===== src/design/aroc_pkg.sv =====
// Shared package of the address range overlap checker.
// Holds default parameter values, field widths, command codes and the
// control and status structs between controller and datapath.
package aroc_pkg;

  // Default parameter values.
  localparam int TABLE_DEPTH_DEF = 256;
  localparam int BANK_COUNT_DEF  = 256;
  localparam int BANK_SHIFT_DEF  = 16;

  // Fixed field widths.
  localparam int ADDR_W  = 32;
  localparam int BIDX_W  = 8;
  localparam int HITS_W  = 9;

  // The overlap count saturates at its largest code.
  localparam logic [HITS_W-1:0] HITS_MAX = {HITS_W{1'b1}};

  // Command codes.
  typedef enum logic {
    CMD_ADD  = 1'b0,
    CMD_READ = 1'b1
  } aroc_cmd_code_t;

  // Commands from the controller to the datapath.
  typedef struct packed {
    logic clear_en;    // write one zero flag of the clearing pass
    logic latch;       // capture the accepted input beat
    logic scan_en;     // issue one table read of the scan
    logic store_en;    // append the range and settle the full flag
    logic flag_rd_en;  // read the requested bank flag
    logic out_load;    // load the result registers
  } aroc_ctrl_t;

  // Status from the datapath to the controller.
  typedef struct packed {
    logic clear_done;  // last bank flag is being cleared
    logic is_read;     // latched beat is a read command
    logic scan_done;   // every stored range has been issued
    logic pipe_busy;   // compare pipeline still holds reads
  } aroc_status_t;

endpackage


===== src/design/aroc_ctrl.sv =====
// Controller of the address range overlap checker: sequences the clearing
// pass, the table scan, the append and the result handshake. Uses aroc_pkg.
module aroc_ctrl import aroc_pkg::*; (
  input  logic         clk,
  input  logic         rst_n,
  input  logic         in_valid,
  output logic         in_stall,
  output logic         out_valid,
  input  logic         out_stall,
  output aroc_ctrl_t   ctrl,
  input  aroc_status_t sts
);

  typedef enum logic [2:0] {
    ST_CLEAR,
    ST_IDLE,
    ST_DISPATCH,
    ST_SCAN,
    ST_DRAIN,
    ST_STORE,
    ST_READ,
    ST_FINISH
  } state_t;

  state_t state_r, state_nxt;
  logic   out_valid_r, out_valid_nxt;
  logic   out_free;

  // The result register is free when empty or when its beat leaves now.
  assign out_free = !out_valid_r || !out_stall;

  // Commands and next state.
  always_comb begin
    ctrl      = '0;
    state_nxt = state_r;
    unique case (state_r)
      ST_CLEAR: begin
        ctrl.clear_en = 1'b1;
        if (sts.clear_done) state_nxt = ST_IDLE;
      end
      ST_IDLE: begin
        ctrl.latch = in_valid;
        if (in_valid) state_nxt = ST_DISPATCH;
      end
      ST_DISPATCH: begin
        state_nxt = sts.is_read ? ST_READ : ST_SCAN;
      end
      ST_SCAN: begin
        ctrl.scan_en = !sts.scan_done;
        if (sts.scan_done) state_nxt = ST_DRAIN;
      end
      ST_DRAIN: begin
        if (!sts.pipe_busy) state_nxt = ST_STORE;
      end
      ST_STORE: begin
        ctrl.store_en = 1'b1;
        state_nxt     = ST_FINISH;
      end
      ST_READ: begin
        ctrl.flag_rd_en = 1'b1;
        state_nxt       = ST_FINISH;
      end
      ST_FINISH: begin
        ctrl.out_load = out_free;
        if (out_free) state_nxt = ST_IDLE;
      end
      default: state_nxt = ST_CLEAR;
    endcase
  end

  // Output valid holds while stalled and rises when a result is loaded.
  always_comb begin
    out_valid_nxt = out_valid_r && out_stall;
    if (ctrl.out_load) out_valid_nxt = 1'b1;
  end

  // State and registered outputs.
  always_ff @(posedge clk) begin
    if (!rst_n) begin
      state_r     <= ST_CLEAR;
      out_valid_r <= 1'b0;
    end else begin
      state_r     <= state_nxt;
      out_valid_r <= out_valid_nxt;
    end
  end

  assign in_stall  = (state_r != ST_IDLE);
  assign out_valid = out_valid_r;

  // A result never overwrites a beat that is still held.
  a_no_overwrite: assert property (@(posedge clk) disable iff (!rst_n)
    ctrl.out_load |-> !(out_valid_r && out_stall))
    else $error("result loaded over a stalled beat");

  // The append waits until the compare pipeline is empty.
  a_store_after_drain: assert property (@(posedge clk) disable iff (!rst_n)
    ctrl.store_en |-> !sts.pipe_busy)
    else $error("range appended while compares are in flight");

  // No table read is issued past the stored entries.
  a_scan_bound: assert property (@(posedge clk) disable iff (!rst_n)
    ctrl.scan_en |-> !sts.scan_done)
    else $error("scan read beyond the stored ranges");

  // No input is taken until the clearing pass has finished.
  a_clear_blocks: assert property (@(posedge clk) disable iff (!rst_n)
    ctrl.clear_en |-> in_stall && !ctrl.latch)
    else $error("input accepted during the clearing pass");

endmodule


===== config.mk =====
export PLATFORM = sky130hd
export DESIGN_NAME = aroc_ctrl
export DESIGN_NICKNAME = d
export VERILOG_FILES = /design/src/design/aroc_pkg.sv /design/src/design/aroc_ctrl.sv
export SDC_FILE = /design/constraint.sdc
export NUM_CORES = 1
export LEC_CHECK = 0
export BUFFER_PORTS_ARGS = -buffer_cell sky130_fd_sc_hd__buf_2
export CORE_AREA = 2 2 39 41
export DETAILED_ROUTE_END_ITERATION = 8
export DIE_AREA = 0 0 41 43
export PLACE_DENSITY = 0.53
export SYNTH_ARGS = -nofsm -noshare
export SYNTH_HDL_FRONTEND = slang
export SYNTH_SLANG_ARGS = --single-unit

===== constraint.sdc =====
create_clock -name clk -period 1.3 [get_ports clk]
set_clock_uncertainty 0.15 [all_clocks]
set_input_delay 0.26 -clock clk [delete_from_list [all_inputs] [get_ports clk]]
set_output_delay 0.26 -clock clk [all_outputs]
set_load 0.01 [all_outputs]

==> run_results.csv <==
group,metric,value,unit
outcome,status,"finished, violations left",
outcome,violations,"setup timing",
worst_setup_path,crit_type,"reg -> out",
sta,worst_slack,-0.139,ns
worst_setup_path,timing.critical_path.from,"state_r[0]",
cts,cts-root-buf,"clkbuf_4",
floorplanning,row_count,14,
worst_hold_path,hold_path.startpoint,"rst_n",
placed_design,portBuffers,15,
cts,clkTransAtPathRegs,0.04,ns
worst_setup_path,crit_arrival,1.03,ns
worst_setup_path,crit_path_max_fanout,6,
floorplanning,die_h,43,um
worst_setup_path,r2r_cells,5,
floorplanning,io_pins,16,
synth,syn_avg_cell_area,7.73,um^2
floorplanning,start_util,19.0,%
cts,htree_levels,1,
global_route,grt_pass1_wl,1.09,mm
layout,drive_above_1_share,64.4,%
cts,clk_path_buf_depth,2,
worst_setup_path,cp-start-kind,"flop",
cts,hold_buffers,0,
synth,synth_nets,42,
sta,max_slew_margin,83.3,%
synth,syn_inst,34,
drt,detailedRoute.firstPassIterationCount,2,
sta,period_needed,1.44,ns
synth,yosys.area_share.simple,32.4,%
placed_design,dpl_worst_slack,0.0173,ns
synth,synth.area.mux_share,3.81,%
synth,yosysSeqAreaShare,30.5,%
run,cap_violations,0,
placed_design,placed_cell_area,388,um^2
cts,numCtsBuffers,3,
sta,hold_viol_final,0,
sta,rsz0062_at_grt,"true",
sta,worstMarginPinSlew,0.248,ns
synth,synth_area,263,um^2
drt,via_count,336,
cts,cts.sinks,4,
placed_design,place_congestion,0.744,
global_route,grt_max_degree,8,
sta,fmaxAchievable,0.695,GHz
drt,drc,0,
worst_setup_path,crit-reg2reg-launch,"state_r[0]",
power_and_ir_drop,comb_power_share,34.3,%
synth,ys_types,19,
drt,drtAntennaViolNets,0,
synth,synthAdderAreaFrac,0,%
drt,first_iter_violations,6,
global_route,grt_pass1_vias,295,
layout,stdcell_area,487,um^2
drt,vias_per_cell,4.48,
layout,layout.nets,69,
global_route,grt_util_all_layers,9.53,%
layout,diodes,0,
drt,wirelength,749,um
floorplanning,fp.dieArea,1760,um^2
power_and_ir_drop,power.switching,0.151,mW
power_and_ir_drop,p_leak,0.234,nW
worst_hold_path,hold_depth,2,
power_and_ir_drop,ir_drop,0.000411,V
global_route,antenna_found_initial,0,
worst_hold_path,hp-class,"in -> reg",
global_route,grt-ovfl-total,0,
power_and_ir_drop,cell_internal_pwr,0.341,mW
synth,synth_top_family_by_area,"simple AND/OR/NAND/NOR gates",
power_and_ir_drop,clkPwrFrac,33.3,%
synth,ys_seq_elements,4,
sta,setup-tns-final,-0.695,ns
drt,post_drt_wl_per_cell,9.99,um
layout,nFillCells,145,
cts,cts_tree,"yes",
power_and_ir_drop,power_frac_seq,32.4,%
synth,synth-compound-area-share,26.2,%
sta,setup_violations,7,
sta,drv_slew,0,
cts,clock_latency,0.24,ns
sta,min_period_over_period,111,%
worst_setup_path,cp-end-kind,"output port",
power_and_ir_drop,swShare,30.7,%
power_and_ir_drop,fin_total_pwr,0.492,mW
floorplanning,fp.coreArea,1380,um^2
power_and_ir_drop,pwr_density_cell,1010,nW/um^2
layout,areaGrowthSynthToFinish,85.2,%
synth,synthXorXnorAreaFrac,0,%
floorplanning,fp.dieW,41,um
synth,ys.warnings.count,0,
worst_setup_path,cp.required,0.89,ns
-- cells in the mapped netlist --
| cell type | instances | area [um^2] |
|---|---|---|
| nand3_2 | 1 | 10.0 |
| a211oi_2 | 1 | 12.5 |
| and3b_1 | 1 | 8.76 |
| o211a_1 | 1 | 10.0 |
| o21bai_1 | 1 | 7.51 |
| nand2_1 | 7 | 26.3 |
| o31ai_1 | 1 | 7.51 |
| a21oi_2 | 1 | 8.76 |
| nor3_1 | 3 | 15.0 |
| inv_1 | 1 | 3.75 |
| dfxtp_1 | 4 | 80.1 |
| a21boi_0 | 1 | 7.51 |
| o21ai_0 | 2 | 10.0 |
| buf_4 | 2 | 15.0 |
| o21ai_1 | 1 | 5.00 |
| nor2_1 | 2 | 7.51 |
| nand3_1 | 1 | 5.00 |
| mux2i_1 | 1 | 10.0 |
| and3_1 | 2 | 12.5 |
-- critical path, stage by stage (launching register included) --
cell and delay, ns:
dfxtp_4 0.36, buf_6 0.12, nor3_2 0.16, buf_2 0.15
-- cell families after synthesis --
kind of cell,Yosys count
mux,1
buf+inv,3
compound gates,9
flops,4
simple gates,17
-- sequential cells by signal, indices dropped and copies added (netlist names) --
name	cells
state_r	3
out_valid	1
-- power by group through the flow --
| stage | Sequential, mW | Clock (mW) | Combinational (mW) |
|---|---|---|---|
| after floorplan | 0.147 | 0 | 0.0745 |
| after global placement | 0.156 | 0 | 0.123 |
| after detailed placement | 0.156 | 0 | 0.123 |
| after CTS | 0.159 | 0.164 | 0.153 |
| after global routing | 0.161 | 0.178 | 0.183 |
| final | 0.160 | 0.164 | 0.169 |
-- cell type report --
cell class	count	area (um^2)	area share (%)
Multi-Input combinational cell	27	189	38.8
Timing Repair Buffer	24	160	32.9
Sequential cell	4	91.3	18.8
Clock buffer	3	22.5	4.63
Tap cell	16	20.0	4.11
Inverter	1	3.75	0.771
-- per-layer routing --
metal / up-vias / wire length (um) / track usage [%]
met5: - / 0 / 0
met4: 0 / 16 / 6.00
met3: 2 / 57 / 4.71
met2: 12 / 359 / 14.1
met1: 150 / 316 / 10.3
li1: 172 / - / -
-- worst paths after layout --
kind / end / slack [ns]
min reg2reg: out_valid / 0.36
min: state_r[1] / 0.13
max reg2reg: state_r[2] / 0.02
max: ctrl[5] / -0.14
-- cell usage in the layout (no fill, tap or decap), types with 2 or more instances in the layout --
master and n:
buf_4 6, o21ai_0 2, nand2_1 6, buf_6 4
buf_2 14, nor3_2 2, clkbuf_4 3, dfxtp_4 3
-- stage by stage --
step | hold slack [ns] | instances | util (%)
after global placement | 0.364 | 69 | 28.0
after detailed placement | 0.366 | 69 | 28.0
final | 0.130 | 75 | 35.2
after floorplan | 0.243 | 34 | -
after CTS | 0.128 | 74 | 33.5
after global routing | 0.128 | 75 | 35.2
-- what timing repair did --
item,in CTS,in global routing
endpoints found under the setup margin,7,7
setup buffers,2,1
pin swaps,4,2
resized for setup,13,3
No activity file was read; power rests on OpenSTA's default activity.
